<file path="config.mk">
export PLATFORM = sky130hd
export DESIGN_NAME = archive_directory_parser_core
export DESIGN_NICKNAME = d
export VERILOG_FILES = /design/src/sv/adp_pkg.sv /design/src/sv/adp_front.sv /design/src/sv/adp_fifo.sv /design/src/sv/adp_back.sv /design/src/sv/archive_directory_parser_core.sv
export SDC_FILE = /design/constraint.sdc
export NUM_CORES = 1
export LEC_CHECK = 0
export BUFFER_PORTS_ARGS = -buffer_cell sky130_fd_sc_hd__buf_2
export CAP_MARGIN = 30
export CORE_ASPECT_RATIO = 1.5
export CORE_MARGIN = 2
export CORE_UTILIZATION = 55
export CTS_BUF_LIST = sky130_fd_sc_hd__clkbuf_16
export DETAILED_ROUTE_END_ITERATION = 16
export PLACE_DENSITY = 0.79
export SYNTH_ARGS = -nofsm -noshare
export SYNTH_HDL_FRONTEND = slang
export SYNTH_SLANG_ARGS = --single-unit
</file>
<file path="constraint.sdc">
create_clock -name i_clk -period 12.7 [get_ports i_clk]
set_input_delay 0 -clock i_clk [delete_from_list [all_inputs] [get_ports i_clk]]
set_output_delay 0 -clock i_clk [all_outputs]
set_load 0.05 [all_outputs]
</file>
<file path="src/sv/adp_pkg.sv">
// ----------------------------------------------------------------------------
// adp_pkg: shared types and constants of the archive directory parser
// Status codes, parse phases, the signature table and the request records
// passed between the front, the queue and the back.
// ----------------------------------------------------------------------------
package adp_pkg;

    // result status codes
    localparam logic [2:0] ST_ENTRY      = 3'd0;
    localparam logic [2:0] ST_NO_ENTRIES = 3'd1;
    localparam logic [2:0] ST_TOO_SMALL  = 3'd2;
    localparam logic [2:0] ST_BAD_SIG    = 3'd3;
    localparam logic [2:0] ST_DIR_TRUNC  = 3'd4;
    localparam logic [2:0] ST_ENTRY_OVER = 3'd5;

    localparam int unsigned HDR_BYTES  = 16;
    localparam int unsigned SIG_LEN    = 12;
    localparam int unsigned NAME_LEN   = 12;
    localparam int unsigned ENTRY_SH   = 4;   // log2 of the entry size

    localparam int unsigned QDEPTH     = 2;
    localparam int unsigned QPTR_W     = $clog2(QDEPTH);
    localparam int unsigned QCNT_W     = $clog2(QDEPTH + 1);

    localparam logic [7:0] SIG_BYTES [SIG_LEN] = '{
        8'h4B, 8'h65, 8'h6E, 8'h53, 8'h69, 8'h6C,
        8'h76, 8'h65, 8'h72, 8'h6D, 8'h61, 8'h6E
    };

    localparam logic [7:0] CH_NUL   = 8'h00;
    localparam logic [7:0] CH_SPACE = 8'h20;
    localparam logic [7:0] CH_UP_A  = 8'h41;
    localparam logic [7:0] CH_UP_Z  = 8'h5A;
    localparam logic [7:0] CH_CASE  = 8'h20;

    typedef enum logic [2:0] {
        PH_HEADER  = 3'b001,
        PH_ENTRIES = 3'b010,
        PH_DONE    = 3'b100
    } t_phase;

    // request from the front: raw entry fields
    typedef struct packed {
        logic [2:0]              status;
        logic [31:0]             index;
        logic [8*NAME_LEN-1:0]   name;
        logic [31:0]             offset;
        logic [31:0]             size;
        logic                    last;
    } t_rec;

    // finished result as shown on the ports
    typedef struct packed {
        logic [2:0]  status;
        logic [31:0] index;
        logic [63:0] name_lo;
        logic [31:0] name_hi;
        logic [3:0]  name_len;
        logic [31:0] offset;
        logic [31:0] size;
        logic        last;
    } t_res;

endpackage

</file>
<file path="src/sv/adp_front.sv">
// ----------------------------------------------------------------------------
// adp_front: byte-level header and directory parser
// Walks the blob one byte per cycle while accepted, checks length, signature
// and directory fit, collects 16-byte entries, one request per finished check.
// ----------------------------------------------------------------------------
module adp_front (
    input  logic                i_clk,
    input  logic                i_rst_n,
    input  logic                i_accept,
    input  logic [7:0]          i_data_byte,
    input  logic                i_first_byte,
    input  logic [31:0]         i_blob_length,
    output logic                o_rec_valid,
    output adp_pkg::t_rec       o_rec
);

    adp_pkg::t_phase r_phase, n_phase, e_phase;
    logic [3:0]      r_pos, n_pos, e_pos;
    logic            r_sig, n_sig, e_sig;
    logic [31:0]     r_word, n_word;
    logic [31:0]     r_left, n_left;
    logic [31:0]     r_index, n_index;
    logic [31:0]     r_offset, n_offset;
    logic [7:0]      r_name [adp_pkg::NAME_LEN];

    logic [31:0]     w_full_word;
    logic [36:0]     w_dir_end;
    logic [32:0]     w_sum;
    logic            w_sig_ok;

    always_comb begin
        w_full_word = {i_data_byte, r_word[23:0]};
        w_dir_end   = {1'b0, w_full_word, 4'b0000} + 37'(adp_pkg::HDR_BYTES);
        w_sum       = {1'b0, r_offset} + {1'b0, w_full_word};
    end

    always_comb begin
        e_phase = r_phase;
        e_pos   = r_pos;
        e_sig   = r_sig;
        if (i_first_byte) begin
            e_phase = adp_pkg::PH_HEADER;
            e_pos   = '0;
            e_sig   = 1'b1;
        end

        n_phase  = r_phase;
        n_pos    = r_pos;
        n_sig    = r_sig;
        n_word   = r_word;
        n_left   = r_left;
        n_index  = r_index;
        n_offset = r_offset;
        w_sig_ok = 1'b1;

        o_rec_valid = 1'b0;
        o_rec       = '0;
        for (int i = 0; i < adp_pkg::NAME_LEN; i++) begin
            o_rec.name[8*i +: 8] = r_name[i];
        end
        o_rec.index  = r_index;
        o_rec.offset = r_offset;
        o_rec.size   = w_full_word;

        if (i_accept) begin
            n_phase = e_phase;
            n_pos   = e_pos;
            n_sig   = e_sig;
            unique case (e_phase)
                adp_pkg::PH_HEADER: begin
                    o_rec.name   = '0;
                    o_rec.index  = '0;
                    o_rec.offset = '0;
                    o_rec.size   = '0;
                    o_rec.last   = 1'b1;
                    if (e_pos == 4'd0 && i_blob_length < 32'(adp_pkg::HDR_BYTES)) begin
                        n_phase      = adp_pkg::PH_DONE;
                        o_rec_valid  = 1'b1;
                        o_rec.status = adp_pkg::ST_TOO_SMALL;
                    end else if (e_pos < 4'(adp_pkg::SIG_LEN)) begin
                        w_sig_ok = e_sig && (i_data_byte == adp_pkg::SIG_BYTES[e_pos]);
                        n_sig    = w_sig_ok;
                        n_pos    = e_pos + 4'd1;
                        if (e_pos == 4'(adp_pkg::SIG_LEN - 1) && !w_sig_ok) begin
                            n_phase      = adp_pkg::PH_DONE;
                            o_rec_valid  = 1'b1;
                            o_rec.status = adp_pkg::ST_BAD_SIG;
                        end
                    end else if (e_pos != 4'd15) begin
                        n_word[8*e_pos[1:0] +: 8] = i_data_byte;
                        n_pos = e_pos + 4'd1;
                    end else begin
                        n_pos = '0;
                        if ({5'b0, i_blob_length} < w_dir_end) begin
                            n_phase      = adp_pkg::PH_DONE;
                            o_rec_valid  = 1'b1;
                            o_rec.status = adp_pkg::ST_DIR_TRUNC;
                        end else if (w_full_word == '0) begin
                            n_phase      = adp_pkg::PH_DONE;
                            o_rec_valid  = 1'b1;
                            o_rec.status = adp_pkg::ST_NO_ENTRIES;
                        end else begin
                            n_phase  = adp_pkg::PH_ENTRIES;
                            n_left   = w_full_word;
                            n_index  = '0;
                            n_offset = w_dir_end[31:0];
                        end
                    end
                end
                adp_pkg::PH_ENTRIES: begin
                    if (e_pos < 4'(adp_pkg::NAME_LEN)) begin
                        n_pos = e_pos + 4'd1;
                    end else if (e_pos != 4'd15) begin
                        n_word[8*e_pos[1:0] +: 8] = i_data_byte;
                        n_pos = e_pos + 4'd1;
                    end else begin
                        n_pos       = '0;
                        o_rec_valid = 1'b1;
                        if (w_sum > {1'b0, i_blob_length}) begin
                            n_phase      = adp_pkg::PH_DONE;
                            o_rec.status = adp_pkg::ST_ENTRY_OVER;
                            o_rec.last   = 1'b1;
                        end else begin
                            o_rec.status = adp_pkg::ST_ENTRY;
                            o_rec.last   = (r_left == 32'd1);
                            n_offset     = w_sum[31:0];
                            n_index      = r_index + 32'd1;
                            n_left       = r_left - 32'd1;
                            if (r_left == 32'd1) begin
                                n_phase = adp_pkg::PH_DONE;
                            end
                        end
                    end
                end
                adp_pkg::PH_DONE: begin
                    // drop bytes until the next blob starts
                end
                default: begin
                    n_phase = adp_pkg::PH_DONE;
                end
            endcase
        end
    end

    always_ff @(posedge i_clk) begin
        if (!i_rst_n) begin
            r_phase <= adp_pkg::PH_HEADER;
            r_pos   <= '0;
            r_sig   <= 1'b1;
        end else begin
            r_phase <= n_phase;
            r_pos   <= n_pos;
            r_sig   <= n_sig;
        end
    end

    always_ff @(posedge i_clk) begin
        r_word   <= n_word;
        r_left   <= n_left;
        r_index  <= n_index;
        r_offset <= n_offset;
        if (i_accept && e_phase == adp_pkg::PH_ENTRIES && e_pos < 4'(adp_pkg::NAME_LEN)) begin
            r_name[e_pos] <= i_data_byte;
        end
    end

endmodule

</file>
<file path="src/sv/adp_fifo.sv">
// ----------------------------------------------------------------------------
// adp_fifo: short request queue between front and back
// Holds parsed requests so that the parser and the formatter stall apart.
// ----------------------------------------------------------------------------
module adp_fifo (
    input  logic                i_clk,
    input  logic                i_rst_n,
    input  logic                i_wr,
    input  adp_pkg::t_rec       i_wr_rec,
    input  logic                i_rd,
    output adp_pkg::t_rec       o_rd_rec,
    output logic                o_empty,
    output logic                o_full
);

    adp_pkg::t_rec                  r_mem [adp_pkg::QDEPTH];
    logic [adp_pkg::QPTR_W-1:0]     r_wr_ptr, r_rd_ptr;
    logic [adp_pkg::QCNT_W-1:0]     r_count;

    assign o_empty  = (r_count == '0);
    assign o_full   = (r_count == adp_pkg::QCNT_W'(adp_pkg::QDEPTH));
    assign o_rd_rec = r_mem[r_rd_ptr];

    always_ff @(posedge i_clk) begin
        if (i_wr) begin
            r_mem[r_wr_ptr] <= i_wr_rec;
        end
    end

    always_ff @(posedge i_clk) begin
        if (!i_rst_n) begin
            r_wr_ptr <= '0;
            r_rd_ptr <= '0;
            r_count  <= '0;
        end else begin
            if (i_wr) begin
                r_wr_ptr <= (r_wr_ptr == adp_pkg::QPTR_W'(adp_pkg::QDEPTH - 1))
                            ? '0 : r_wr_ptr + 1'b1;
            end
            if (i_rd) begin
                r_rd_ptr <= (r_rd_ptr == adp_pkg::QPTR_W'(adp_pkg::QDEPTH - 1))
                            ? '0 : r_rd_ptr + 1'b1;
            end
            case ({i_wr, i_rd})
                2'b10:   r_count <= r_count + 1'b1;
                2'b01:   r_count <= r_count - 1'b1;
                default: r_count <= r_count;
            endcase
        end
    end

`ifndef SYNTHESIS
    a_no_overflow: assert property (@(posedge i_clk) disable iff (!i_rst_n)
        (o_full && !i_rd) |-> !i_wr)
        else $error("request written into a full queue");

    a_no_underflow: assert property (@(posedge i_clk) disable iff (!i_rst_n)
        o_empty |-> !i_rd)
        else $error("request read from an empty queue");

    a_count_bound: assert property (@(posedge i_clk) disable iff (!i_rst_n)
        r_count <= adp_pkg::QCNT_W'(adp_pkg::QDEPTH))
        else $error("queue count beyond depth");
`endif

endmodule

</file>
<file path="src/sv/adp_back.sv">
// ----------------------------------------------------------------------------
// adp_back: entry formatter and result register
// Trims trailing NUL and space bytes, lowercases the name and holds the
// finished result until it is popped.
// ----------------------------------------------------------------------------
module adp_back (
    input  logic                i_clk,
    input  logic                i_rst_n,
    input  logic                i_q_empty,
    input  adp_pkg::t_rec       i_q_rec,
    output logic                o_q_rd,
    input  logic                i_pop,
    output logic                o_valid,
    output adp_pkg::t_res       o_res
);

    logic          r_valid;
    adp_pkg::t_res r_res, n_res;
    logic [3:0]    w_len;
    logic [7:0]    w_ch;
    logic [8*adp_pkg::NAME_LEN-1:0] w_name;

    assign o_q_rd  = !i_q_empty && (!r_valid || i_pop);
    assign o_valid = r_valid;
    assign o_res   = r_res;

    always_comb begin
        // last non-blank byte sets the length
        w_len = '0;
        for (int i = 0; i < adp_pkg::NAME_LEN; i++) begin
            if (i_q_rec.name[8*i +: 8] != adp_pkg::CH_NUL &&
                i_q_rec.name[8*i +: 8] != adp_pkg::CH_SPACE) begin
                w_len = 4'(i + 1);
            end
        end
        w_name = '0;
        w_ch   = '0;
        for (int i = 0; i < adp_pkg::NAME_LEN; i++) begin
            w_ch = i_q_rec.name[8*i +: 8];
            if (w_ch >= adp_pkg::CH_UP_A && w_ch <= adp_pkg::CH_UP_Z) begin
                w_ch = w_ch + adp_pkg::CH_CASE;
            end
            if (4'(i) < w_len) begin
                w_name[8*i +: 8] = w_ch;
            end
        end
        n_res.status   = i_q_rec.status;
        n_res.index    = i_q_rec.index;
        n_res.name_lo  = w_name[63:0];
        n_res.name_hi  = w_name[95:64];
        n_res.name_len = w_len;
        n_res.offset   = i_q_rec.offset;
        n_res.size     = i_q_rec.size;
        n_res.last     = i_q_rec.last;
    end

    always_ff @(posedge i_clk) begin
        if (!i_rst_n) begin
            r_valid <= 1'b0;
        end else if (o_q_rd) begin
            r_valid <= 1'b1;
        end else if (i_pop) begin
            r_valid <= 1'b0;
        end
    end

    always_ff @(posedge i_clk) begin
        if (o_q_rd) begin
            r_res <= n_res;
        end
    end

`ifndef SYNTHESIS
    a_len_bound: assert property (@(posedge i_clk) disable iff (!i_rst_n)
        r_valid |-> (r_res.name_len <= 4'(adp_pkg::NAME_LEN)))
        else $error("name length beyond twelve");

    a_empty_name: assert property (@(posedge i_clk) disable iff (!i_rst_n)
        (r_valid && r_res.name_len == '0) |-> (r_res.name_lo == '0 && r_res.name_hi == '0))
        else $error("trimmed name carries bytes");

    a_error_last: assert property (@(posedge i_clk) disable iff (!i_rst_n)
        (r_valid && r_res.status != adp_pkg::ST_ENTRY) |-> r_res.last)
        else $error("error or summary result without last");
`endif

endmodule

</file>
<file path="src/sv/archive_directory_parser_core.sv">
// ----------------------------------------------------------------------------
// archive_directory_parser_core: streaming archive directory parser
// Checks the header of an archive blob and reports each directory entry.
// ----------------------------------------------------------------------------
// The block takes one blob byte per cycle, sustained, whenever full is low;
// first_byte restarts the parse. A result is registered first in the queue and
// then in the result register: the parser issues a request into a two-deep
// queue, and the formatter trims and lowercases the name into the result
// register read through empty and pop. A new entry completes at most once
// every 16 bytes, so full rises only when results are left unpopped.
// Write blob_length through the cfg channel (always ready) while idle.
module archive_directory_parser_core (
    input  logic        i_clk,
    input  logic        i_rst_n,
    input  logic        push,
    output logic        full,
    input  logic [7:0]  i_data_byte,
    input  logic        i_first_byte,
    output logic        empty,
    input  logic        pop,
    output logic [2:0]  o_status,
    output logic [31:0] o_entry_index,
    output logic [63:0] o_name_low_bytes,
    output logic [31:0] o_name_high_bytes,
    output logic [3:0]  o_name_length,
    output logic [31:0] o_entry_offset,
    output logic [31:0] o_entry_size,
    output logic        o_last,
    input  logic        i_cfg_valid,
    output logic        o_cfg_ready,
    input  logic [31:0] i_cfg_data
);

    logic [31:0]   r_blob_len;
    logic          w_accept;
    logic          w_rec_valid;
    adp_pkg::t_rec w_rec;
    adp_pkg::t_rec w_q_rec;
    logic          w_q_empty;
    logic          w_q_full;
    logic          w_q_rd;
    logic          w_out_valid;
    adp_pkg::t_res w_res;

    assign o_cfg_ready = 1'b1;
    assign full        = w_q_full;
    assign w_accept    = push && !w_q_full;

    always_ff @(posedge i_clk) begin
        if (!i_rst_n) begin
            r_blob_len <= '0;
        end else if (i_cfg_valid) begin
            r_blob_len <= i_cfg_data;
        end
    end

    adp_front u_front (
        .i_clk         (i_clk),
        .i_rst_n       (i_rst_n),
        .i_accept      (w_accept),
        .i_data_byte   (i_data_byte),
        .i_first_byte  (i_first_byte),
        .i_blob_length (r_blob_len),
        .o_rec_valid   (w_rec_valid),
        .o_rec         (w_rec)
    );

    adp_fifo u_fifo (
        .i_clk    (i_clk),
        .i_rst_n  (i_rst_n),
        .i_wr     (w_rec_valid),
        .i_wr_rec (w_rec),
        .i_rd     (w_q_rd),
        .o_rd_rec (w_q_rec),
        .o_empty  (w_q_empty),
        .o_full   (w_q_full)
    );

    adp_back u_back (
        .i_clk     (i_clk),
        .i_rst_n   (i_rst_n),
        .i_q_empty (w_q_empty),
        .i_q_rec   (w_q_rec),
        .o_q_rd    (w_q_rd),
        .i_pop     (pop),
        .o_valid   (w_out_valid),
        .o_res     (w_res)
    );

    assign empty             = !w_out_valid;
    assign o_status          = w_res.status;
    assign o_entry_index     = w_res.index;
    assign o_name_low_bytes  = w_res.name_lo;
    assign o_name_high_bytes = w_res.name_hi;
    assign o_name_length     = w_res.name_len;
    assign o_entry_offset    = w_res.offset;
    assign o_entry_size      = w_res.size;
    assign o_last            = w_res.last;

`ifndef SYNTHESIS
    a_cfg_taken: assert property (@(posedge i_clk) disable iff (!i_rst_n)
        i_cfg_valid |=> (r_blob_len == $past(i_cfg_data)))
        else $error("blob length write lost");

    a_full_blocks: assert property (@(posedge i_clk) disable iff (!i_rst_n)
        full |-> !w_accept)
        else $error("byte accepted while full");

    a_no_lost_request: assert property (@(posedge i_clk) disable iff (!i_rst_n)
        w_rec_valid |-> (!w_q_full || w_q_rd))
        else $error("request dropped at the queue");
`endif

endmodule

</file>
# --- After elaboration in Yosys (flattened, before gate mapping) ---
# Memories as Yosys holds them, arrays and structs flattened. A register that Yosys moved wholly into a read port is not among the register bits.
# Index checks and enable logic that the tools add are counted.
word_totals:
  register_bits: 373
  latchBits: 0
  ramBits: 488
  rom_bits: 128
  in_bits: 46
  output_inout_bits: 203
  word_cells: 301
  memories: 3
classes:
  add_sub_neg: 22
  mul: 0
  n_div: 0
  order_cmp: 41
  n_eq_ne: 30
  n_shift: 2
  n_mux: 116
  bitwise: 1
  reduce_logical: 56
memory_table:
  columns: ["memory", "depth", "width", "read_ports", "rd_ports_with_merged_regs", "write_ports", "line_no", "source"]
  rows:
  - ["u_fifo.r_mem", 2, 196, 1, 1, 1, "adp_fifo.sv:16", "adp_pkg::t_rec r_mem [adp_pkg::QDEPTH];"]
  - ["(no name shown)", 16, 8, 1, 0, 0, "adp_front.sv:81", "w_sig_ok = e_sig && (i_data_byte == adp_pkg::SIG_BYTES[e_pos]);"]
  - ["u_front.r_name", 12, 8, 12, 0, 1, "adp_front.sv:24", "logic [7:0] r_name [adp_pkg::NAME_LEN];"]
op_table:
  columns: ["operator", "count"]
  rows:
  - ["32-bit two-way mux", 27]
  - ["32-bit one-hot mux with 2 select lines", 4]
  - ["196-bit two-way mux", 1]
  - ["192-bit two-way mux", 1]
  - ["8-bit two-way mux", 14]
  - ["8-bit by 6-bit adder with 8-bit output, second input constant", 12]
  - ["8-bit by 7-bit >= comparator with 1-bit output, second input constant", 12]
  - ["8-bit by 7-bit less-or-equal comparator with 1-bit output, second input constant", 12]
  - ["8-bit by 6-bit inequality test with 1-bit output, second input constant", 12]
  - ["8-bit nonzero test", 12]
  - ["3-bit two-way mux", 22]
  - ["36-bit by 5-bit adder with 37-bit output, second input constant", 1]
  - ["32-bit by 37-bit < comparator with 1-bit output", 1]
  - ["4-bit two-way mux", 9]
  - ["5-bit negation with 34-bit output", 1]
  - ["8-bit by 34-bit variable shift with 32-bit output, first input constant", 1]
  - ["8-bit by 34-bit variable part select with 32-bit output", 1]
  - ["32-bit by 32-bit adder with 33-bit output", 1]
  - ["33-bit by 32-bit > comparator with 1-bit output", 1]
  - ["32-bit by 1-bit adder with 32-bit output, second input constant", 1]
  - ["32-bit bitwise mux", 1]
  - ["32-bit by 1-bit == test with 1-bit output, second input constant", 1]
  - ["32-bit zero test", 1]
  - ["32-bit by 5-bit < comparator with 1-bit output, second input constant", 1]
  - ["other kinds (36)", 118]

# --- Logic depth before layout (Yosys ltp) ---
# Gate-level depths: netlist (run 1).
depth:
  word_depth: 16
  mapped_depth: 20
  depth_no_buf: 20

# --- Hierarchy ---
# Synthesis (run 1) repeated with hierarchy kept, for this count alone.
unflattened:
  cells_unflattened: 2726
  area_unflattened_um2: 38824.7
modules_own_cells:
  columns: ["module", "n_inst", "cells_per_inst", "area_per_inst_um2", "seq_area_each_um2"]
  rows:
  - ["adp_front", 1, 1515, 15135.8, 6646.4]
  - ["adp_fifo", 1, 632, 14786.7, 11871.4]
  - ["adp_back", 1, 472, 7637.3, 6025.8]
  - ["archive_directory_parser_core", 1, 107, 1265.0, 640.6]

# --- Worst setup path before layout (run 1) ---
# OpenSTA, ideal clock, no wires.
synth_timing:
  kind: "register to register"
  start: "register u_front.r_word[10]"
  end: "memory u_fifo.r_mem[1][0] (netlist name), enable pin"
  setup_ns: 0.871
  arrival_time_ns: 12.837
  required_time_ns: 11.829
  setup_slack_ns: -1.008
  path_stages_with_launch: 16
  path_buffers: 1
  period_less_slack_ns: 13.708
  path_cell_list: "edfxtp_1 clkbuf_1 and4_1 nand3_1 nor4_1 and2_1 nand3_1 xor2_1 ha_1 a21oi_1 nand2_1 a2111oi_0 o211ai_1 o21ai_0 o211ai_1 a31oi_1"
synth_via:
  elab_chain_cells: 10
  elab_cells_between_ends: 12
  cone_classes: "1 x add/sub; 1 x order compare; 9 x mux; 1 x reduce/logical"
synth_lines:
  columns: ["element", "line_no", "source"]
  rows:
  - ["start, declared", "adp_front.sv:20", "logic [31:0] r_word, n_word;"]
  - ["start signal, assigned", "adp_front.sv:158", "r_word <= n_word;"]
  - ["36-bit by 5-bit adder with 37-bit output or 32-bit zero test (tied branches)", "adp_front.sv:33, adp_front.sv:98", null]
  - ["32-bit by 37-bit < comparator with 1-bit output or 1-bit two-way mux (tied branches)", "adp_front.sv:94, adp_front.sv:98", null]
  - ["1-bit two-way mux *", "adp_front.sv:94", "if ({5'b0, i_blob_length} < w_dir_end) begin"]
  - ["1-bit two-way mux *", "adp_front.sv:89", "end else if (e_pos != 4'd15) begin"]
  - ["1-bit two-way mux *", "adp_front.sv:80", "end else if (e_pos < 4'(adp_pkg::SIG_LEN)) begin"]
  - ["1-bit two-way mux *", "adp_front.sv:76", "if (e_pos == 4'd0 && i_blob_length < 32'(adp_pkg::HDR_BYTES)) begin"]
  - ["1-bit one-hot mux with 2 select lines *", "adp_front.sv:69", "unique case (e_phase)"]
  - ["1-bit two-way mux *", "adp_front.sv:65", "if (i_accept) begin"]
  - ["1-bit two-way mux *", "adp_fifo.sv:25", "if (i_wr) begin"]
  - ["1-bit two-way mux (not written as such) *", "adp_fifo.sv:26", "r_mem[r_wr_ptr] <= i_wr_rec;"]
  - ["end, declared", "adp_fifo.sv:16", null]
# Every way passes the cells marked *; elsewhere a longest branch is shown, timed or not.

# --- Worst setup path after layout (run 1) ---
layout_timing:
  start: "register u_front.r_word[12]"
  end: "register u_front.r_index[25], enable pin"
layout_via:
  elab_chain_cells: 4
  elab_cells_between_ends: 9
  cone_classes: "2 x add/sub; 2 x order compare; 3 x eq/ne; 2 x reduce/logical"
layout_lines:
  columns: ["element", "line_no", "source"]
  rows:
  - ["36-bit by 5-bit adder with 37-bit output or 32-bit by 32-bit adder with 33-bit output (tied branches)", "adp_front.sv:33, adp_front.sv:34", null]
  - ["32-bit by 37-bit < comparator with 1-bit output or 33-bit by 32-bit > comparator with 1-bit output (tied branches)", "adp_front.sv:94, adp_front.sv:119", null]
  - ["2-bit inequality test (no source line)", null, null]
  - ["10-bit AND reduction (no source line) *", null, null]
  - ["end signal, assigned", "adp_front.sv:160", "r_index <= n_index;"]
  - ["end, declared", "adp_front.sv:22", "logic [31:0] r_index, n_index;"]
# Marks and branches as above.
# A chain may end at the register's enable or synchronous reset.

==> impl_metrics.py, run 1 <==
metrics = {
    "flow_run": {
        "drv_cap": 0,
    },
    "finish": {
        "syn2layout_area_growth_pct": 14.05,
        "fin_nets": 3172,
        "n_antenna_cell": 0,
        "drive_gt1_share_pct": 18.98,
        "layout.cells.non_filler": 3963,
        "fill_cells": 4973,
    },
    "yosys": {
        "yosysTopAreaCellShare_pct": 64.39,
        "yosysWarnings": 0,
        "ys.flop_type": "edfxtp_1",
        "ys_types": 85,
        "synth_edf_count": 808,
        "syn_nets": 2852,
        "synthArstFlopShare_pct": 0,
        "synth-seq-cells": 854,
        "synthCells": 2689,
        "syn_avg_cell_area_um2": 14.01,
        "synth_seq_area_share_pct": 66.83,
        "synth_area_leaders": "edfxtp_1, mux2_2, ha_1",
        "synth_top_cell_by_area": "edfxtp_1",
        "netlist_area_um2": 37680,
    },
    "critical_path": {
        "critPathMaxFanout": 64,
        "startpoint": "u_front.r_word[12]",
        "critPathLaunchType": "flip-flop",
        "critPathMaxStageDelay_ns": 0.79,
        "cp_slowest_cell": "buf_4",
        "crit_family": "compound AO/OA/AOI/OAI gates",
        "arrival_ns": 6.92,
        "critical_path_required_ns": 12.95,
        "crit_buf_inv": 1,
        "cp-end-kind": "flip-flop",
        "rr_startpoint": "u_front.r_word[12]",
        "crit_chain": "ha_1 -> a21o_1 -> a21o_1 -> a211o_1 -> o31ai_1 -> o21bai_1 -> and3_1 -> o31a_1 -> ha_1 -> nand4_1 -> nor4_1 -> nand4_1 -> and3_1 -> a211oi_1 -> o31ai_1 -> o21ai_0 -> and3_4 -> buf_4",
        "criticalPathCategory": "flip-flop to flip-flop",
    },
    "clocking": {
        "cts_buffers": 78,
        "cts.sinks": 854,
        "insertion_delay_ns": 0.63,
        "clkTransAtPathRegs_ns": 0.06,
        "clockBufferDepth": 3,
        "ctsResizeCount": 0,
        "cts_hold_buf": 61,
        "cts.htree.levels": 3,
        "post_cts_buffers": 0,
        "root_buffer": "clkbuf_16",
        "cts_tree": "built",
    },
    "power_and_ir_drop": {
        "p_comb_share_pct": 18.8,
        "p_per_area_nw_per_um2": 161.9,
        "switching_share_pct": 29.15,
        "switchingPower_w": 0.002028,
        "seqPwrFrac_pct": 49.0,
        "cell_internal_pwr_w": 0.004931,
        "vdd_drop_max_uv": 144.9,
        "p_clk_share_pct": 32.2,
        "power_leakage_nw": 15.17,
    },
    "timing": {
        "maxSlewViolCount": 0,
        "setup_tns_ns": 0,
        "hold_viol": 0,
        "worstMarginPinSlew_ns": 1.012,
        "final-setup-viol-count": 0,
        "rsz0062_at_grt": "false",
        "finalCritPeriodShare_pct": 52.51,
        "clock.fmax_ghz": 0.1500,
        "finalCriticalPeriod_ns": 6.668,
        "clock_skew_ns": 0.02456,
        "max-slew-margin-rel_pct": 31.55,
    },
    "detailed_routing": {
        "postRouteAntennaNets": 0,
        "via_count": 22890,
        "via_per_inst": 5.776,
        "drt_wl_total_um": 86790,
        "drcViolationCount": 0,
        "wire_per_inst_um": 21.90,
        "drt_iter0_drc": 2117,
        "dr.pass1.iters": 6,
    },
    "floorplanning": {
        "io_pins": 249,
        "die_w_um": 217.7,
        "core-area_um2": 67780,
        "rows": 117,
        "initial_core_util_pct": 55.59,
        "die_y_um": 324.6,
        "dieArea_um2": 70660,
    },
    "outcome": {
        "outcome": "finished, final reports clean",
    },
    "grt": {
        "grt_max_degree": 99,
        "grtUsageTotal_pct": 24.54,
        "grt_pass1_vias": 23300,
        "antenna_found_initial": 3,
        "gr-total-overflow": 0,
        "grt_pass1_wl_um": 132400,
    },
    "hold_path": {
        "worstHoldStart": "i_cfg_valid",
        "hold_class": "primary input to flip-flop",
    },
    "placed_design": {
        "hpwl_um": 58430,
        "port_buffers": 247,
        "routabilityCongestion": 0.9508,
        "post-place-cells": 3759,
    },
}
[cell usage after synthesis (43+ instances only)]
| cell type | instances |
|---|---|
| a21oi_1 | 107 |
| and2_1 | 230 |
| clkbuf_1 | 67 |
| dfxtp_1 | 46 |
| edfxtp_1 | 808 |
| ha_1 | 116 |
| inv_1 | 96 |
| mux2_2 | 166 |
| mux2i_1 | 62 |
| nand2_1 | 138 |
| nand3_1 | 45 |
| nor2_1 | 147 |
| nor3_1 | 43 |
| o21ai_0 | 85 |
| xnor2_1 | 59 |
| xor2_1 | 51 |
[metrics by stage]
stage | instance area (um^2) | utilization [%] | hold slack, ns | power [W] | setup WS [ns]
after floorplan | 37690 | - | 0.09887 | 0.004498 | 0.3612
after global placement | 39850 | 58.80 | 0.2564 | 0.004736 | 6.111
after detailed placement | 39920 | 58.89 | 0.2669 | 0.004765 | 6.058
after CTS | 42950 | 63.36 | 0.1056 | 0.006997 | 6.037
after global routing | 42980 | 63.40 | 0.1594 | 0.007197 | 5.543
final | 42980 | 63.40 | 0.1212 | 0.006959 | 6.032
[per-layer routing]
layer | vias up | share of wire (%) | global-route usage [%]
li1 | 10650 | - | -
met1 | 11300 | 38 | 28.55
met2 | 758 | 52 | 44.46
met3 | 182 | 5.2 | 3.427
met4 | 2 | 4.5 | 11.26
met5 | - | 0.015 | 0
[layout make-up]
cell class	instances	area, um^2	share of cell area, %
sequential	854	25190	58.61
multi-input combinational	1641	11760	27.37
timing repair buffer	338	2130	4.955
clock buffer	80	2002	4.658
tap	892	1116	2.597
clock inverter	62	416.7	0.9695
inverter	96	360.3	0.8385
[path summary, 6_finish.rpt]
| check | end | slack, ns | depth (start not counted) |
|---|---|---|---|
| setup reg to reg | u_front.r_index[25] | 6.03 | 18 |
| hold / removal | r_blob_len[31] | 0.12 | 3 |
| hold reg to reg | u_fifo.r_mem[1][102] | 0.53 | 1 |
| setup / recovery | u_front.r_index[25] | 6.03 | 18 |
[registers in the layout (all words and copies together) (netlist names), named ones only]
register          count
r_blob_len           32
u_back.o_res        200
u_back.o_valid        1
u_fifo.r_count        2
u_fifo.r_mem        392
u_fifo.r_rd_ptr       1
u_fifo.r_wr_ptr       1
u_front.r_index      32
u_front.r_left       32
u_front.r_name       96
u_front.r_offset     32
u_front.r_phase       3
u_front.r_pos         4
u_front.r_sig         1
u_front.r_word       24
[cells by family (layout without fill, tap and decap cells)]
| kind of cell | count (synthesis) | in the layout | synth area share (%) |
|---|---|---|---|
| other | 1 | 1 | 0.009952 |
| DFF | 854 | 854 | 66.83 |
| and+or+nand+nor | 828 | 828 | 11.89 |
| adders and majority gates | 117 | 117 | 3.905 |
| xor gates and xnor gates | 110 | 110 | 2.557 |
| buffers and inverters | 194 | 576 | 2.122 |
| AOI/OAI and AO/OA | 354 | 354 | 5.950 |
| muxes | 231 | 231 | 6.727 |
[power groups by stage]
stage                     sequential [W]  clock [W]  combinational (W)
after floorplan                  0.00393          0           0.000563
after global placement           0.00347          0            0.00127
after detailed placement         0.00347          0            0.00129
after CTS                        0.00341    0.00227            0.00131
after global routing             0.00342    0.00238            0.00140
final                            0.00341    0.00224            0.00131
[placed cells by master, fill, tap and decap left out, drive strengths merged, types with 46 or more instances in the layout]
master	instances
edfxtp	808
buf	277
and2	231
mux2	169
nor2	147
nand2	138
inv	118
ha	116
a21oi	107
o21ai	89
clkbuf	80
mux2i	62
dlygate4sd3	61
xnor2	59
xor2	51
nor3	48
dfxtp	46
[worst register-to-register path, cell delays in order (launching register included)]
cell,delay (ns)
edfxtp_1,0.52
ha_1,0.43
a21o_1,0.21
a21o_1,0.17
a211o_1,0.30
o31ai_1,0.63
o21bai_1,0.21
and3_1,0.22
o31a_1,0.26
ha_1,0.32
nand4_1,0.17
nor4_1,0.42
nand4_1,0.16
and3_1,0.21
a211oi_1,0.23
o31ai_1,0.24
o21ai_0,0.21
and3_4,0.54
buf_4,0.79
Power figures use the tool's default switching activity.
==> run 2: changes to the inputs <==
==> constraint.sdc (replaced) <==
create_clock -name i_clk -period 6 [get_ports i_clk]
set_input_delay 0 -clock i_clk [delete_from_list [all_inputs] [get_ports i_clk]]
set_output_delay 0 -clock i_clk [all_outputs]
set_load 0.05 [all_outputs]
==> impl_metrics.py, run 2 (synthesis gave the netlist of run 1 again) <==
metrics = {
    "outcome": {
        "outcome": "finished, final reports clean",
    },
    "critical_path": {
        "rr_startpoint": "u_front.r_word[12]",
        "critPathLaunchType": "flip-flop",
        "critical_path_required_ns": 6.32,
        "arrival_ns": 5.87,
        "r2r_cells": 18,
        "critPathMaxFanout": 39,
        "cp-end-kind": "flip-flop",
        "startpoint": "u_front.r_word[12]",
        "r2r_end": "u_front.r_index[23]",
        "criticalPathCategory": "flip-flop to flip-flop",
        "r2r_setup_slack_ns": 0.45,
    },
    "clocking": {
        "cts.sinks": 854,
        "cts_tree": "built",
        "cts_buffers": 78,
        "root_buffer": "clkbuf_16",
        "post_cts_buffers": 0,
        "cts.htree.levels": 3,
        "insertion_delay_ns": 0.63,
        "clkTransAtPathRegs_ns": 0.07,
        "clockBufferDepth": 3,
    },
    "floorplanning": {
        "io_pins": 249,
        "rows": 117,
        "core-area_um2": 67780,
        "initial_core_util_pct": 55.59,
        "die_y_um": 324.6,
        "dieArea_um2": 70660,
        "die_w_um": 217.7,
    },
    "placed_design": {
        "routabilityCongestion": 0.9362,
        "port_buffers": 247,
        "hpwl_um": 59430,
        "place_area_um2": 40120,
        "post-place-cells": 3771,
    },
    "finish": {
        "drive_gt1_share_pct": 19.94,
        "final_cell_mix": "edfxtp_1, buf_2, and2_1",
        "regMostFlops": "u_fifo.r_mem",
        "layout.cells.non_filler": 3956,
        "n_antenna_cell": 0,
        "final_core_util_pct": 63.63,
        "final_common_cell": "edfxtp_1",
        "fin_nets": 3166,
        "syn2layout_area_growth_pct": 14.46,
        "largest_reg_flops": 392,
        "finalInstanceArea_um2": 43130,
    },
    "timing": {
        "maxSlewViolCount": 0,
        "setup_tns_ns": 0,
        "hold_viol": 0,
        "rsz0062_at_grt": "false",
        "final-setup-viol-count": 0,
        "clock_skew_ns": 0.02257,
        "clock.fmax_ghz": 0.1801,
        "finalCritPeriodShare_pct": 92.54,
        "worstMarginPinSlew_ns": 0.9912,
        "max-slew-margin-rel_pct": 32.99,
        "finalCriticalPeriod_ns": 5.552,
        "holdWs_ns": 0.08146,
    },
    "hold_path": {
        "worstHoldStart": "i_data_byte[5]",
        "hold_path_depth": 1,
        "hold_end": "u_front.r_name[11][5]",
        "hold_class": "primary input to flip-flop",
    },
    "detailed_routing": {
        "drt_wl_total_um": 87180,
        "drcViolationCount": 0,
        "via_count": 22810,
        "via_per_inst": 5.765,
        "postRouteAntennaNets": 0,
        "wire_per_inst_um": 22.04,
        "dr.pass1.iters": 5,
        "drt_iter0_drc": 1830,
    },
    "grt": {
        "grtUsageTotal_pct": 24.62,
        "gr-total-overflow": 0,
        "grt_pass1_vias": 22960,
        "grt_max_degree": 145,
        "grt_pass1_wl_um": 131900,
        "antenna_found_initial": 2,
    },
    "power_and_ir_drop": {
        "switchingPower_w": 0.004306,
        "cell_internal_pwr_w": 0.01067,
        "switching_share_pct": 28.76,
        "p_per_area_nw_per_um2": 347.2,
        "power_leakage_nw": 15.18,
        "seqPwrFrac_pct": 48.1,
        "p_clk_share_pct": 33.3,
        "p_comb_share_pct": 18.6,
        "vdd_drop_max_uv": 298.2,
    },
    "flow_run": {
        "drv_cap": 0,
    },
}
## run 2: worst max-delay path, cell delays in order (launching register included)
cell and delay, ns:
edfxtp_1 0.50, ha_1 0.42, a21o_1 0.21, a21o_1 0.17
a211o_1 0.31, o31ai_2 0.39, o21bai_1 0.17, and3_1 0.20
o31a_1 0.25, ha_1 0.33, nand4_1 0.20, nor4_1 0.48
nand4_1 0.17, and3_1 0.21, a211oi_1 0.22, o31ai_1 0.22
o21ai_0 0.22, and3_4 0.28, buf_12 0.25
## run 2: worst max path at each step
| stage | endpoint | slack, ns | cells past startpoint |
|---|---|---|---|
| 2_1_floorplan | u_fifo.r_mem[1][0] | -0.78 | 15 |
| 3_3_place_gp | u_front.r_index[23] | 0.56 | 18 |
| 3_5_place_dp | u_front.r_index[23] | 0.48 | 19 |
| 4_1_cts | u_front.r_index[10] | 0.43 | 21 |
| 5_1_grt | u_front.r_index[0] | 0.05 | 19 |
| 6_report | u_front.r_index[23] | 0.45 | 18 |
## run 2: layout make-up
cell class              count  area (um^2)
flip-flops and latches    854        25190
fillers                  4874        24650
multi-input cells        1641        11830
repair buffers            332         2067
clock buffers              79         1977
well taps                 892         1116
clock inverters            62        586.8
inverters                  96        360.3
## run 2: what timing repair did
action / 4_1_cts / 5_1_grt
gates resized for setup: 0 / 2
hold endpoints to repair: 89 / 0
setup endpoints to repair: 0 / 96
hold buffers: 44 / 0
## run 2: metal layers
layer | routed length [um] | part of all wire, % | track usage [%] | vias to the layer above
met1 | 32350 | 37 | 28.34 | 11200
met4 | 4434 | 5.1 | 12.40 | 4
li1 | - | - | - | 10630
met5 | 23 | 0.026 | 0 | -
met3 | 4270 | 4.9 | 3.230 | 215
met2 | 46100 | 53 | 44.59 | 757
## run 2: per-stage QoR
stage | power (W) | worst slack (ns)
floorplan | 0.009419 | -0.7785
global placement | 0.01003 | 0.5587
detailed placement | 0.01009 | 0.4820
CTS | 0.01509 | 0.4252
global route | 0.01547 | 0.05360
finish | 0.01497 | 0.4479
## run 2: power groups by stage
stage	registers, W	clock network, W	logic [W]
after floorplan	0.00822	0	0.00120
after CTS	0.00721	0.00508	0.00281
after global routing	0.00723	0.00529	0.00296
after global placement	0.00732	0	0.00272
final	0.00720	0.00499	0.00278
after detailed placement	0.00733	0	0.00276
==> run 3: changes to the inputs <==
--- a/config.mk
+++ b/config.mk
@@ -5,14 +5,15 @@
 export SDC_FILE = /design/constraint.sdc
 export NUM_CORES = 1
 export LEC_CHECK = 0
+export ABC_AREA = 1
 export BUFFER_PORTS_ARGS = -buffer_cell sky130_fd_sc_hd__buf_2
 export CAP_MARGIN = 30
 export CORE_ASPECT_RATIO = 1.5
 export CORE_MARGIN = 2
-export CORE_UTILIZATION = 55
-export CTS_BUF_LIST = sky130_fd_sc_hd__clkbuf_16
+export CORE_UTILIZATION = 57
+export CTS_BUF_LIST = sky130_fd_sc_hd__clkbuf_4
 export DETAILED_ROUTE_END_ITERATION = 16
-export PLACE_DENSITY = 0.79
+export PLACE_DENSITY = 0.82
 export SYNTH_ARGS = -nofsm -noshare
 export SYNTH_HDL_FRONTEND = slang
 export SYNTH_SLANG_ARGS = --single-unit
==> impl_metrics.py, run 3 <==
metrics = {
    "outcome": {
        "outcome": "finished, final reports clean",
    },
    "yosys": {
        "ys_types": 58,
        "synth-seq-cells": 854,
        "synthCells": 3467,
        "synth_edf_count": 808,
        "synth_area_leaders": "edfxtp_1, nand2_1, inv_1",
        "synth_seq_area_share_pct": 66.37,
        "netlist_area_um2": 37950,
        "syn_nets": 3630,
        "synth_top_cell_by_area": "edfxtp_1",
        "synthArstFlopShare_pct": 0,
        "yosysWarnings": 0,
        "syn_avg_cell_area_um2": 10.94,
        "yosysTopAreaCellShare_pct": 63.94,
        "synth.most_common_cell": "edfxtp_1",
        "synth_commonest_cells": "edfxtp_1, nand2_1, inv_1",
        "ys.flop_type": "edfxtp_1",
    },
    "critical_path": {
        "critPathMaxFanout": 96,
        "path_common_cell": "nand2_1",
        "cp-end-kind": "flip-flop",
        "cp-endpoint": "u_front.r_index[26]",
        "critPathLaunchType": "flip-flop",
        "r2r_cells": 24,
        "critical_path_required_ns": 6.57,
        "crit_family": "compound AO/OA/AOI/OAI gates",
        "arrival_ns": 5.68,
        "crit_cells": 24,
        "r2r_end": "u_front.r_index[26]",
        "critPathMaxStageDelay_ns": 0.48,
        "crit_chain": "ha_1 -> o21ai_0 -> o21ai_0 -> nand2_1 -> nand2_1 -> a21oi_1 -> or2_2 -> nand2_1 -> a21oi_1 -> o21bai_1 -> xor2_1 -> ha_1 -> a21oi_1 -> nor2_1 -> a211oi_1 -> nand2_1 -> nand2_1 -> nand2_1 -> nand2_1 -> nand2_1 -> nand2_2 -> nand3_2 -> a221oi_4 -> buf_12",
        "criticalPathCategory": "flip-flop to flip-flop",
        "crit_buf_inv": 1,
        "cp_slowest_cell": "edfxtp_1",
        "startpoint": "u_front.r_word[2]",
        "r2r_setup_slack_ns": 0.89,
        "rr_startpoint": "u_front.r_word[2]",
    },
    "placed_design": {
        "place_ws_ns": 1.002,
        "hpwl_um": 63450,
        "port_buffers": 247,
        "routabilityCongestion": 0.9329,
    },
    "timing": {
        "maxSlewViolCount": 0,
        "setup_tns_ns": 0,
        "rsz0062_at_grt": "false",
        "max-slew-margin-rel_pct": 28.26,
        "worstMarginPinSlew_ns": 1.076,
        "hold_viol": 0,
        "finalCritPeriodShare_pct": 85.17,
        "clock.fmax_ghz": 0.1957,
        "holdWs_ns": 0.1209,
        "worst_slack_ns": 0.8897,
        "clock_skew_ns": 0.05015,
        "final-setup-viol-count": 0,
        "finalCriticalPeriod_ns": 5.110,
    },
    "hold_path": {
        "hold_class": "primary input to flip-flop",
    },
    "detailed_routing": {
        "wire_per_inst_um": 18.98,
        "drt_wl_total_um": 95030,
        "drt_iter0_drc": 2569,
        "dr_wl_met2_um": 50400,
        "dr.pass1.iters": 6,
        "met1_length_um": 34290,
        "via_per_inst": 5.372,
        "drcViolationCount": 0,
        "postRouteAntennaNets": 0,
        "via_count": 26900,
        "highest_layer": "met4",
        "wl_met3_um": 5098,
    },
    "clocking": {
        "clkTransAtPathRegs_ns": 0.08,
        "root_buffer": "clkbuf_4",
        "insertion_delay_ns": 0.97,
        "ctsResizeCount": 0,
        "cts.htree.levels": 4,
        "cts_buffers": 182,
        "clockBufferDepth": 3,
        "cts.sinks": 854,
        "cts_tree": "built",
    },
    "finish": {
        "final_common_cell": "edfxtp_1",
        "fin_nets": 4141,
        "syn2layout_area_growth_pct": 16.63,
        "drive_gt1_share_pct": 16.00,
        "fill_cells": 4842,
        "largest_reg_flops": 392,
        "regMostFlops": "u_fifo.r_mem",
        "final_cell_mix": "edfxtp_1, nand2_1, inv_1",
    },
    "grt": {
        "grt_pass1_wl_um": 144900,
        "grt_pass1_vias": 26940,
        "gr-total-overflow": 0,
        "antenna_found_initial": 3,
        "grt_max_degree": 168,
        "grtUsageTotal_pct": 27.59,
    },
    "floorplanning": {
        "core-area_um2": 65760,
        "rows": 115,
        "die_w_um": 214.7,
        "io_pins": 249,
        "die_y_um": 320,
        "dieArea_um2": 68690,
        "initial_core_util_pct": 57.71,
    },
    "power_and_ir_drop": {
        "power_leakage_nw": 17.67,
        "vdd_drop_max_uv": 336.7,
        "p_per_area_nw_per_um2": 396.8,
    },
    "flow_run": {
        "drv_cap": 0,
    },
}
[run 3: cell count changes after synthesis, moves of 45 or more]
cell / before / now
mux2i_1: 62 / 16
mux2_2: 166 / 0
o21ai_0: 85 / 203
nand2_1: 138 / 660
and2_1: 230 / 3
xnor2_1: 59 / 14
inv_1: 96 / 450
nor2_1: 147 / 410
[run 3: layout make-up]
type	count	area (um^2)	area share (%)
Antenna cell	5	12.51	0.02827
Clock buffer	240	1802	4.071
Clock inverter	92	646.9	1.462
Inverter	470	1767	3.992
Multi-Input combinational cell	2044	10710	24.19
Sequential cell	854	25190	56.91
Tap cell	877	1097	2.479
Timing Repair Buffer	426	3038	6.864
[run 3: cell families after synthesis]
| group | count (synthesis) | synth area share (%) |
|---|---|---|
| other | 1 | 0.009883 |
| adder cells (fa/ha/maj) | 117 | 3.878 |
| AND/OR/NAND/NOR | 1391 | 15.57 |
| AO/OA/AOI/OAI | 449 | 6.380 |
| XOR/XNOR | 70 | 1.616 |
| buffers and inverters | 569 | 5.751 |
| multiplexers | 16 | 0.4221 |
| flip-flops | 854 | 66.37 |
[run 3: timing repair]
action | in CTS | in global routing
hold buffers | 146 | 0
endpoints found under the hold margin | 293 | 0
buffers inserted | 0 | 0
[run 3: layer usage]
layer / track usage [%] / vias to the layer above
met2: 50.28 / 1062
met3: 4.574 / 264
met4: 16.30 / 0
met1: 30.12 / 12690
li1: - / 12890
met5: 0 / -
[run 3: power breakdown]
part	leakage [nW]	switching [W]	internal, W	total [W]
registers	7.73	0.000280	0.00758	0.00786
logic	8.51	0.00409	0.00110	0.00519
clock network	1.42	0.00223	0.00229	0.00451
[run 3: worst reg2reg max path, stage by stage, from the launching register on]
cell      delay, ns
edfxtp_1       0.48
ha_1           0.35
o21ai_0        0.27
o21ai_0        0.21
nand2_1        0.10
nand2_1        0.14
a21oi_1        0.35
or2_2          0.19
nand2_1        0.07
a21oi_1        0.25
o21bai_1       0.11
xor2_1         0.16
ha_1           0.18
a21oi_1        0.14
nor2_1         0.06
a211oi_1       0.23
nand2_1        0.10
nand2_1        0.06
nand2_1        0.05
nand2_1        0.06
nand2_1        0.06
nand2_2        0.13
nand3_2        0.10
a221oi_4       0.31
buf_12         0.48
[run 3: worst min-delay path by stage]
stage / cells past startpoint / slack, ns / startpoint / to
3_5_place_dp: 3 / 0.24 / i_cfg_data[0] / r_blob_len[0]
5_1_grt: 2 / 0.05 / i_data_byte[0] / u_front.r_name[2][0]
6_report: 3 / 0.12 / i_data_byte[5] / u_front.r_name[6][5]
3_3_place_gp: 3 / 0.24 / i_cfg_data[0] / r_blob_len[0]
4_1_cts: 6 / 0.02 / push / u_front.r_phase[1]
2_1_floorplan: 0 / 0.1 / i_data_byte[0] / u_front.r_name[0][0]
[run 3: stage by stage]
step / power, W / utilization [%] / cell area [um^2] / cells
after global placement: 0.01296 / 61.27 / 40290 / 4520
after floorplan: 0.01174 / - / 38040 / 3467
after CTS: 0.01763 / 67.28 / 44240 / 5003
after detailed placement: 0.01307 / 61.34 / 40330 / 4525
final: 0.01756 / 67.30 / 44260 / 5008
after global routing: 0.01833 / 67.30 / 44260 / 5008
